**config.mk**
```make
export PLATFORM = sky130hd
export DESIGN_NAME = cosine_taylor_series_unit
export DESIGN_NICKNAME = d
export VERILOG_FILES = /design/src/cts_pkg.sv /design/src/cosine_taylor_series_unit.sv
export SDC_FILE = /design/constraint.sdc
export NUM_CORES = 2
export LEC_CHECK = 0
export BUFFER_PORTS_ARGS = -buffer_cell sky130_fd_sc_hd__buf_2
export CORE_AREA = 4 4 371 281
export DETAILED_ROUTE_END_ITERATION = 12
export DIE_AREA = 0 0 375 285
export PLACE_DENSITY_LB_ADDON = 0.2
export SLEW_MARGIN = 5
export SYNTH_ARGS = -nofsm -noshare
export SYNTH_HDL_FRONTEND = slang
export SYNTH_SLANG_ARGS = --single-unit
```
**constraint.sdc**
```tcl
create_clock -name clock -period 9 [get_ports clock]
set_clock_uncertainty 0.05 [all_clocks]
set_input_delay 1.8 -clock clock [delete_from_list [all_inputs] [get_ports clock]]
set_output_delay 1.8 -clock clock [all_outputs]
set_load 0.01 [all_outputs]
```
**src/cts_pkg.sv**
```systemverilog
// Shared definitions for the cosine Taylor series unit: sizes, fixed-point
// constants, sequencer states and the reciprocal table for the series divisors.
// No dependencies.
`default_nettype none

package cts_pkg;

   localparam int unsigned NUM_TERMS = 7;          // series terms, 1 to 10

   localparam int unsigned ANGLE_W   = 32;         // Q16.16 angle
   localparam int unsigned COS_W     = 32;         // Q2.30 cosine
   localparam int unsigned HP_W      = 19;         // half period register
   localparam int unsigned REM_W     = HP_W + 1;   // remainder below 2*half period
   localparam int unsigned DVD_W     = 32;         // reduction dividend, 2 bits/step
   localparam int unsigned CNT_W     = 4;
   localparam logic [CNT_W-1:0] DIV_LAST = CNT_W'(DVD_W / 2 - 1);

   localparam int unsigned MUL_W     = 28;         // shared multiplier operand
   localparam int unsigned PP_W      = 2 * MUL_W;
   localparam int unsigned ACC_W     = PP_W + 2;
   localparam int unsigned MAG_W     = 42;         // |s|, clamped to 2^41
   localparam int unsigned Y_W       = 36;         // x^2 in Q30
   localparam int unsigned R_W       = 47;         // |s|*y >> 30
   localparam int unsigned RCP_W     = 56;         // ceil(2^56 / d)
   localparam int unsigned SUM_W     = R_W + 1;
   localparam int unsigned K_W       = $clog2(NUM_TERMS + 1);

   localparam logic [HP_W-1:0]  HP_RESET  = HP_W'(205881);
   localparam logic [MAG_W-1:0] Q30_ONE   = MAG_W'(1) << 30;
   localparam logic [MAG_W-1:0] ACC_LIMIT = MAG_W'(1) << 41;
   localparam logic [COS_W-1:0] COS_MAX   = {1'b0, {(COS_W-1){1'b1}}};
   localparam logic [COS_W-1:0] COS_MIN   = {1'b1, {(COS_W-1){1'b0}}};

   // partial product steps of one 4-product multiply
   localparam logic [2:0] PC_LO   = 3'd1;
   localparam logic [2:0] PC_MID0 = 3'd2;
   localparam logic [2:0] PC_MID1 = 3'd3;
   localparam logic [2:0] PC_HI   = 3'd4;

   typedef enum logic [3:0] {
      ST_IDLE,
      ST_DIV,
      ST_FIX,
      ST_SQ,
      ST_SQW,
      ST_MULY,
      ST_MULR,
      ST_UPD,
      ST_OUT
   } state_type;

   // ceil(2^56 / ((2k-1)*2k)): exact floor division for dividends below 2^47
   function automatic logic [RCP_W-1:0] recip_factor(input logic [3:0] k);
      logic [RCP_W-1:0] v;
      case (k)
         4'd1:    v = 56'd36028797018963968;
         4'd2:    v = 56'd6004799503160662;
         4'd3:    v = 56'd2401919801264265;
         4'd4:    v = 56'd1286742750677285;
         4'd5:    v = 56'd800639933754755;
         4'd6:    v = 56'd545890863923697;
         4'd7:    v = 56'd395920846362242;
         4'd8:    v = 56'd300239975158034;
         4'd9:    v = 56'd235482333457281;
         4'd10:   v = 56'd189625247468232;
         default: v = '0;
      endcase
      return v;
   endfunction

endpackage

`default_nettype wire

```
**src/cosine_taylor_series_unit.sv**
```systemverilog
// Cosine of a Q16.16 angle by range reduction and a nested Maclaurin series.
// One sequencer drives a 2-bit/cycle remainder unit and a shared 28x28 multiplier.
// Depends on cts_pkg.
//
//   channel   ports                          transfer
//   --------  -----------------------------  ------------------------------
//   request   start, busy, req_angle         rising edge with start & !busy
//   response  rsp_valid, rsp_cosine          one-cycle strobe, no back-pressure
//   csr       csr_wr_en, csr_half_period     rising edge with csr_wr_en
//
// busy stays high longer when |angle| exceeds a nonzero half period.
// The remainder of the range reduction retires the 32 dividend bits, 2 per cycle;
// each of the seven series steps takes four partial products for
// |s|*y and four for the reciprocal divide on the one multiplier, then update.
// Synchronous active-high reset clears the sequencer and the strobe and loads
// the half period reset value. rsp_valid rises in the cycle busy falls.
`default_nettype none

module cosine_taylor_series_unit (
   input  logic                                clock,
   input  logic                                reset,
   input  logic                                start,
   output logic                                busy,
   input  logic signed [cts_pkg::ANGLE_W-1:0]  req_angle,
   input  logic                                csr_wr_en,
   input  logic        [cts_pkg::HP_W-1:0]     csr_half_period,
   output logic                                rsp_valid,
   output logic signed [cts_pkg::COS_W-1:0]    rsp_cosine
);

   cts_pkg::state_type state_ff, state_in;

   logic [cts_pkg::HP_W-1:0]  hp_ff, hp_in;
   logic [cts_pkg::DVD_W-1:0] dvd_ff, dvd_in;
   logic [cts_pkg::REM_W-1:0] rem_ff, rem_in;
   logic [cts_pkg::CNT_W-1:0] cnt_ff, cnt_in;
   logic [cts_pkg::HP_W-1:0]  mx_ff, mx_in;
   logic [cts_pkg::PP_W-1:0]  pp_ff, pp_in;
   logic [cts_pkg::ACC_W-1:0] acc_ff, acc_in;
   logic [cts_pkg::MUL_W-1:0] l1_ff, l1_in;
   logic [cts_pkg::Y_W-1:0]   y_ff, y_in;
   logic [cts_pkg::MAG_W-1:0] m_ff, m_in;
   logic                      neg_ff, neg_in;
   logic [cts_pkg::R_W-1:0]   r_ff, r_in;
   logic [cts_pkg::K_W-1:0]   k_ff, k_in;
   logic [2:0]                pc_ff, pc_in;
   logic                      rsp_valid_ff, rsp_valid_in;
   logic [cts_pkg::COS_W-1:0] rsp_cosine_ff, rsp_cosine_in;

   logic                        accept;
   logic                        hp_zero;
   logic                        a_above, a_below;
   logic signed [cts_pkg::ANGLE_W:0] ang_x, hp_x, above_diff, below_diff, ang_abs;
   logic [cts_pkg::REM_W-1:0]   div_d;
   logic [cts_pkg::REM_W:0]     t1, t2, s1, s2;
   logic [cts_pkg::MUL_W-1:0]   op_a, op_b;
   logic [cts_pkg::RCP_W-1:0]   rcp;
   logic [cts_pkg::SUM_W-1:0]   q_w, one_w, mag_raw;
   logic                        neg_raw;
   logic [cts_pkg::COS_W:0]     neg_val;

   assign busy       = (state_ff != cts_pkg::ST_IDLE);
   assign accept     = start && !busy;
   assign rsp_valid  = rsp_valid_ff;
   assign rsp_cosine = rsp_cosine_ff;

   assign hp_zero    = (hp_ff == '0);
   assign ang_x      = {req_angle[cts_pkg::ANGLE_W-1], req_angle};
   assign hp_x       = signed'({{(cts_pkg::ANGLE_W + 1 - cts_pkg::HP_W){1'b0}}, hp_ff});
   assign a_above    = ang_x > hp_x;
   assign a_below    = ang_x < -hp_x;
   assign above_diff = ang_x - hp_x;
   assign below_diff = -hp_x - ang_x;
   assign ang_abs    = ang_x[cts_pkg::ANGLE_W] ? -ang_x : ang_x;
   assign div_d      = {hp_ff, 1'b0};

   // two restoring remainder steps per cycle
   always_comb begin
      t1 = {rem_ff, dvd_ff[cts_pkg::DVD_W-1]};
      s1 = (t1 >= {1'b0, div_d}) ? t1 - {1'b0, div_d} : t1;
      t2 = {s1[cts_pkg::REM_W-1:0], dvd_ff[cts_pkg::DVD_W-2]};
      s2 = (t2 >= {1'b0, div_d}) ? t2 - {1'b0, div_d} : t2;
   end

   // shared multiplier operands
   assign rcp = cts_pkg::recip_factor(4'(k_ff));
   always_comb begin
      op_a = '0;
      op_b = '0;
      case (state_ff)
         cts_pkg::ST_SQ: begin
            op_a = cts_pkg::MUL_W'(mx_ff);
            op_b = cts_pkg::MUL_W'(mx_ff);
         end
         cts_pkg::ST_MULY: begin
            op_a = pc_ff[0] ? cts_pkg::MUL_W'(m_ff[cts_pkg::MAG_W-1:cts_pkg::MUL_W])
                            : m_ff[cts_pkg::MUL_W-1:0];
            op_b = pc_ff[1] ? cts_pkg::MUL_W'(y_ff[cts_pkg::Y_W-1:cts_pkg::MUL_W])
                            : y_ff[cts_pkg::MUL_W-1:0];
         end
         cts_pkg::ST_MULR: begin
            op_a = pc_ff[0] ? cts_pkg::MUL_W'(r_ff[cts_pkg::R_W-1:cts_pkg::MUL_W])
                            : r_ff[cts_pkg::MUL_W-1:0];
            op_b = pc_ff[1] ? rcp[cts_pkg::RCP_W-1:cts_pkg::MUL_W]
                            : rcp[cts_pkg::MUL_W-1:0];
         end
         default: begin
            op_a = '0;
            op_b = '0;
         end
      endcase
   end

   // partial product accumulation, low-order bits retired as they settle
   always_comb begin
      acc_in = acc_ff;
      l1_in  = l1_ff;
      case (pc_ff)
         cts_pkg::PC_LO:   acc_in = cts_pkg::ACC_W'(pp_ff);
         cts_pkg::PC_MID0: acc_in = (acc_ff >> cts_pkg::MUL_W) + cts_pkg::ACC_W'(pp_ff);
         cts_pkg::PC_MID1: begin
            acc_in = acc_ff + cts_pkg::ACC_W'(pp_ff);
            l1_in  = acc_in[cts_pkg::MUL_W-1:0];
         end
         cts_pkg::PC_HI:   acc_in = (acc_ff >> cts_pkg::MUL_W) + cts_pkg::ACC_W'(pp_ff);
         default:          acc_in = acc_ff;
      endcase
   end

   // s = 1 - sign(s) * q, kept as sign and magnitude
   always_comb begin
      q_w   = cts_pkg::SUM_W'(r_ff);
      one_w = cts_pkg::SUM_W'(cts_pkg::Q30_ONE);
      if (neg_ff) begin
         mag_raw = one_w + q_w;
         neg_raw = 1'b0;
      end else if (q_w <= one_w) begin
         mag_raw = one_w - q_w;
         neg_raw = 1'b0;
      end else begin
         mag_raw = q_w - one_w;
         neg_raw = 1'b1;
      end
   end

   assign neg_val = '0 - m_ff[cts_pkg::COS_W:0];

   // next state
   always_comb begin
      state_in = state_ff;
      case (state_ff)
         cts_pkg::ST_IDLE: begin
            if (accept) begin
               if (hp_zero || !(a_above || a_below)) state_in = cts_pkg::ST_SQ;
               else state_in = cts_pkg::ST_DIV;
            end
         end
         cts_pkg::ST_DIV: begin
            if (cnt_ff == cts_pkg::DIV_LAST) state_in = cts_pkg::ST_FIX;
         end
         cts_pkg::ST_FIX:  state_in = cts_pkg::ST_SQ;
         cts_pkg::ST_SQ:   state_in = cts_pkg::ST_SQW;
         cts_pkg::ST_SQW:  state_in = cts_pkg::ST_MULY;
         cts_pkg::ST_MULY: begin
            if (pc_ff == cts_pkg::PC_HI) state_in = cts_pkg::ST_MULR;
         end
         cts_pkg::ST_MULR: begin
            if (pc_ff == cts_pkg::PC_HI) state_in = cts_pkg::ST_UPD;
         end
         cts_pkg::ST_UPD: begin
            if (k_ff == cts_pkg::K_W'(1)) state_in = cts_pkg::ST_OUT;
            else state_in = cts_pkg::ST_MULY;
         end
         cts_pkg::ST_OUT:  state_in = cts_pkg::ST_IDLE;
         default:          state_in = cts_pkg::ST_IDLE;
      endcase
   end

   // datapath
   always_comb begin
      hp_in         = csr_wr_en ? csr_half_period : hp_ff;
      dvd_in        = dvd_ff;
      rem_in        = rem_ff;
      cnt_in        = cnt_ff;
      mx_in         = mx_ff;
      pp_in         = op_a * op_b;
      y_in          = y_ff;
      m_in          = m_ff;
      neg_in        = neg_ff;
      r_in          = r_ff;
      k_in          = k_ff;
      pc_in         = pc_ff;
      rsp_valid_in  = 1'b0;
      rsp_cosine_in = rsp_cosine_ff;
      case (state_ff)
         cts_pkg::ST_IDLE: begin
            cnt_in = '0;
            rem_in = '0;
            dvd_in = a_above ? above_diff[cts_pkg::DVD_W-1:0]
                             : below_diff[cts_pkg::DVD_W-1:0];
            mx_in  = hp_zero ? '0 : ang_abs[cts_pkg::HP_W-1:0];
         end
         cts_pkg::ST_DIV: begin
            rem_in = s2[cts_pkg::REM_W-1:0];
            dvd_in = dvd_ff << 2;
            cnt_in = cnt_ff + 1'b1;
         end
         cts_pkg::ST_FIX: begin
            // |x| = |rem - P| for both reduction directions
            mx_in = (rem_ff >= cts_pkg::REM_W'(hp_ff))
                  ? cts_pkg::HP_W'(rem_ff - cts_pkg::REM_W'(hp_ff))
                  : cts_pkg::HP_W'(cts_pkg::REM_W'(hp_ff) - rem_ff);
         end
         cts_pkg::ST_SQW: begin
            y_in   = pp_ff[cts_pkg::Y_W+1:2];
            m_in   = cts_pkg::Q30_ONE;
            neg_in = 1'b0;
            k_in   = cts_pkg::K_W'(cts_pkg::NUM_TERMS);
            pc_in  = '0;
         end
         cts_pkg::ST_MULY: begin
            if (pc_ff == cts_pkg::PC_HI) begin
               pc_in = '0;
               r_in  = {acc_in[cts_pkg::R_W-cts_pkg::MUL_W+1:0],
                        l1_ff[cts_pkg::MUL_W-1:2]};
            end else begin
               pc_in = pc_ff + 1'b1;
            end
         end
         cts_pkg::ST_MULR: begin
            if (pc_ff == cts_pkg::PC_HI) begin
               pc_in = '0;
               r_in  = acc_in[cts_pkg::R_W-1:0];
            end else begin
               pc_in = pc_ff + 1'b1;
            end
         end
         cts_pkg::ST_UPD: begin
            neg_in = neg_raw;
            m_in   = (mag_raw > cts_pkg::SUM_W'(cts_pkg::ACC_LIMIT))
                   ? cts_pkg::ACC_LIMIT : mag_raw[cts_pkg::MAG_W-1:0];
            k_in   = k_ff - 1'b1;
         end
         cts_pkg::ST_OUT: begin
            rsp_valid_in = 1'b1;
            if (!neg_ff) begin
               rsp_cosine_in = (m_ff > cts_pkg::MAG_W'(cts_pkg::COS_MAX))
                             ? cts_pkg::COS_MAX : m_ff[cts_pkg::COS_W-1:0];
            end else begin
               rsp_cosine_in = (m_ff > cts_pkg::MAG_W'(cts_pkg::COS_MIN))
                             ? cts_pkg::COS_MIN : neg_val[cts_pkg::COS_W-1:0];
            end
         end
         default: begin
            rsp_valid_in = 1'b0;
         end
      endcase
   end

   always_ff @(posedge clock) begin
      if (reset) begin
         state_ff     <= cts_pkg::ST_IDLE;
         hp_ff        <= cts_pkg::HP_RESET;
         rsp_valid_ff <= 1'b0;
      end else begin
         state_ff     <= state_in;
         hp_ff        <= hp_in;
         rsp_valid_ff <= rsp_valid_in;
      end
   end

   always_ff @(posedge clock) begin
      dvd_ff        <= dvd_in;
      rem_ff        <= rem_in;
      cnt_ff        <= cnt_in;
      mx_ff         <= mx_in;
      pp_ff         <= pp_in;
      acc_ff        <= acc_in;
      l1_ff         <= l1_in;
      y_ff          <= y_in;
      m_ff          <= m_in;
      neg_ff        <= neg_in;
      r_ff          <= r_in;
      k_ff          <= k_in;
      pc_ff         <= pc_in;
      rsp_cosine_ff <= rsp_cosine_in;
   end

endmodule

`default_nettype wire

```
==> metrics <==
status finished, final reports clean; slowest stage delay, CP a little over 700 ps; pin count of the biggest net entering global routing 58; slowest stage cell, crit path mux2i_1; clock root cell clkbuf_16; row cnt between 100 and 150; Via density 6.28; CP top delay family adder cells; met3 wire length about 34 mm; I/O pins 89; Setup TNS 0 ps; sequential fraction of the synthesis area between 10% and 20%; Pre-antenna DRT Iters 8; Routed WL per cell 26.2 microns; Post-Syn Nets slightly below 8000; Final Power 7810 uW; Placed Area between 60000 and 70000 sq um; Final setup viols 0; unrepaired setup endpoints after global routing yes; worst skew pair latency 620 ps; Starting DRT DRC Count 6732; met2 wire length 81.9 mm; crit end category flop; total congestion overflow 0; most common cell after layout, fill and taps aside inv_1; die span in y 285 microns; Synth Area in XOR/XNOR roughly 4.7%; GR Util All Layers 39.4%; main combinational cell family by area after synthesis adder cells; Avg Cell Area, Syn between 8 and 9 sq um; final core area utilization 62.0%; CP bufs+invs 11; Longest Clk Path Bufs 3; mux contribution to synthesized area roughly 2.0%; clock-pin slew on the worst setup and hold paths around 60 ps; FILL cells 8782; CTS buffer count 46; Leak 0.0291 uW; initial antenna violation count 8; NumNets Final just under 8000; vias in the first global route 49467; Slew Limit Fails 0; Hold Violations, Final 0; clk sink count 403; Yosys reg bits 403; CP Class flop to flop; Final ANT Viol Nets 0; FMAX 115 MHz; Synth Area in Simple Gates 16.8%; Critical Path RT between 9000 and 10000 ps; via count around 51000; final instance area around 62000 sq um; proportion of layout cells with a drive suffix above 1 9.71%; Synth warnings 0; Area Overhead vs Synth 9.64%; most frequent cells in the layout inv_1 (1018), nor2_1 (750), nand2_1 (703), fa_1 (679), ha_1 (448); minimum clock period after layout between 8000 and 9000 ps; Die ar. 107000 sq um; Worst path most repeated cell fa_1; Most used DFF post-synth edfxtp_1; final cell count without fillers around 8100; Least-Margin Pin Slew 1200 ps; first-pass GRT wire length between 300 and 400 mm; Post-synth EDFFs 276; placed cell count 8029; Final Wtd Congestion 1.06; Hold-fix buffers, CTS 0; fin crit share 97.0%; pwr/cell area 125 nW/um^2; post-synthesis compound-gate area fraction between 10% and 20%; final WL 213 mm; top layer in use met5; Die W 375 microns; crit path launch type flop; Max-Cap Viols 0; synthesized area approximately 57000 sq um; maximum vdd drop 0.000230 V; H-Tree Level Count 2; slew margin rel. 19.7%; type of the worst min-delay path flop to flop; TritonCTS clock tree built; core area between 100000 and 150000 sq um; Yosys cell types approximately 90; Synth Instances 6682; DRC errors left 0; met1 wire length 88.8 mm; Worst Path Max Fanout 17; hpwl dp 171 mm; Port Buffers 88; starting density of the core 56.6%; ys async rst share 0%; crit path DAT 9200 ps; Synth Area in Adders 33.9%
## worst min-delay path: cells and delay by family (launching register included)
family	cells	cell delay [ps]
DFF	1	320
and+or+nand+nor	2	90
## power breakdown
| part | switching (uW) | internal [uW] | total, uW | leakage (uW) |
|---|---|---|---|---|
| Combinational | 2190 | 1120 | 3320 | 0.0247 |
| Clock | 882 | 1060 | 1950 | 0.000732 |
| Sequential | 226 | 2330 | 2550 | 0.00364 |
## Yosys cell counts (50+ instances only)
library cell  number  share of area, %
edfxtp_1         276                15
fa_1             681                24
mux2i_1           82               1.4
a21oi_1          292               2.6
xor2_1            97               1.5
nand4_1           61              0.67
o21a_1            52              0.69
nor2_1           759               5.0
or3_1             63              0.69
a21o_1           139               1.8
nor3_1            93              0.82
ha_1             455                10
dfxtp_1          127               4.5
xnor2_1          212               3.3
o21ai_0          253               2.2
nand2_1          705               4.6
clkbuf_1         292               1.9
nand3_1           93              0.82
nand2b_1          50              0.55
inv_1           1020               6.7
## registers in the layout, indices dropped and copies added (netlist names)
register	flops
pc_ff	3
r_ff	47
rsp_cosine	32
pp_ff	56
cnt_ff	4
y_ff	36
acc_ff	58
dvd_ff	32
mx_ff	19
l1_ff	26
rem_ff	20
rsp_valid	1
k_ff	3
state_ff	4
neg_ff	1
m_ff	42
hp_ff	19
## metal layers
layer,track usage (%),vias up
li1,-,22347
met1,57.9,25131
met2,53.0,3190
met3,15.1,464
met4,12.8,8
met5,0,-
## through the flow
stage | hold slack, ps | setup WS (ps)
after floorplan | 408 | 189
after global placement | 454 | -72.4
after detailed placement | 464 | -102
after CTS | 474 | 28.3
after global routing | 500 | -64.8
final | 470 | 271
## area by class of cell
type | count | area [sq um] | share of cell area (%)
Clock buffer | 62 | 1290 | 2.07
Antenna cell | 2 | 5.00 | 0.00801
Timing Repair Buffer | 367 | 3070 | 4.92
Tap cell | 1339 | 1680 | 2.68
Inverter | 1022 | 3840 | 6.14
Sequential cell | 403 | 10800 | 17.3
Clock inverter | 23 | 244 | 0.391
Multi-Input combinational cell | 4920 | 41500 | 66.5
## logic make-up after synthesis
kind of cell    count (synthesis)
buf+inv                      1359
mux                           108
simple gates                 2126
fa+ha+maj                    1136
flops                         403
compound gates               1241
xor+xnor                      309
## repair_timing
action / CTS / global route
gates cloned: 0 / 2
gates resized for setup: 2 / 70
endpoints found under the setup margin: 5 / 20
pin swaps: 0 / 17
hold endpoints to repair: 0 / 0
setup buffers: 0 / 20
## worst paths after layout
path | startpoint | slack [ps] | depth (start not counted) | end
worst min-delay path | l1_ff[5] | 470 | 2 | r_ff[3]
worst max register to register | pc_ff[0] | 270 | 33 | pp_ff[53]
worst max-delay path | pc_ff[0] | 270 | 33 | pp_ff[53]
worst min register to register | l1_ff[5] | 470 | 2 | r_ff[3]
(Power assumes the default switching activity.)
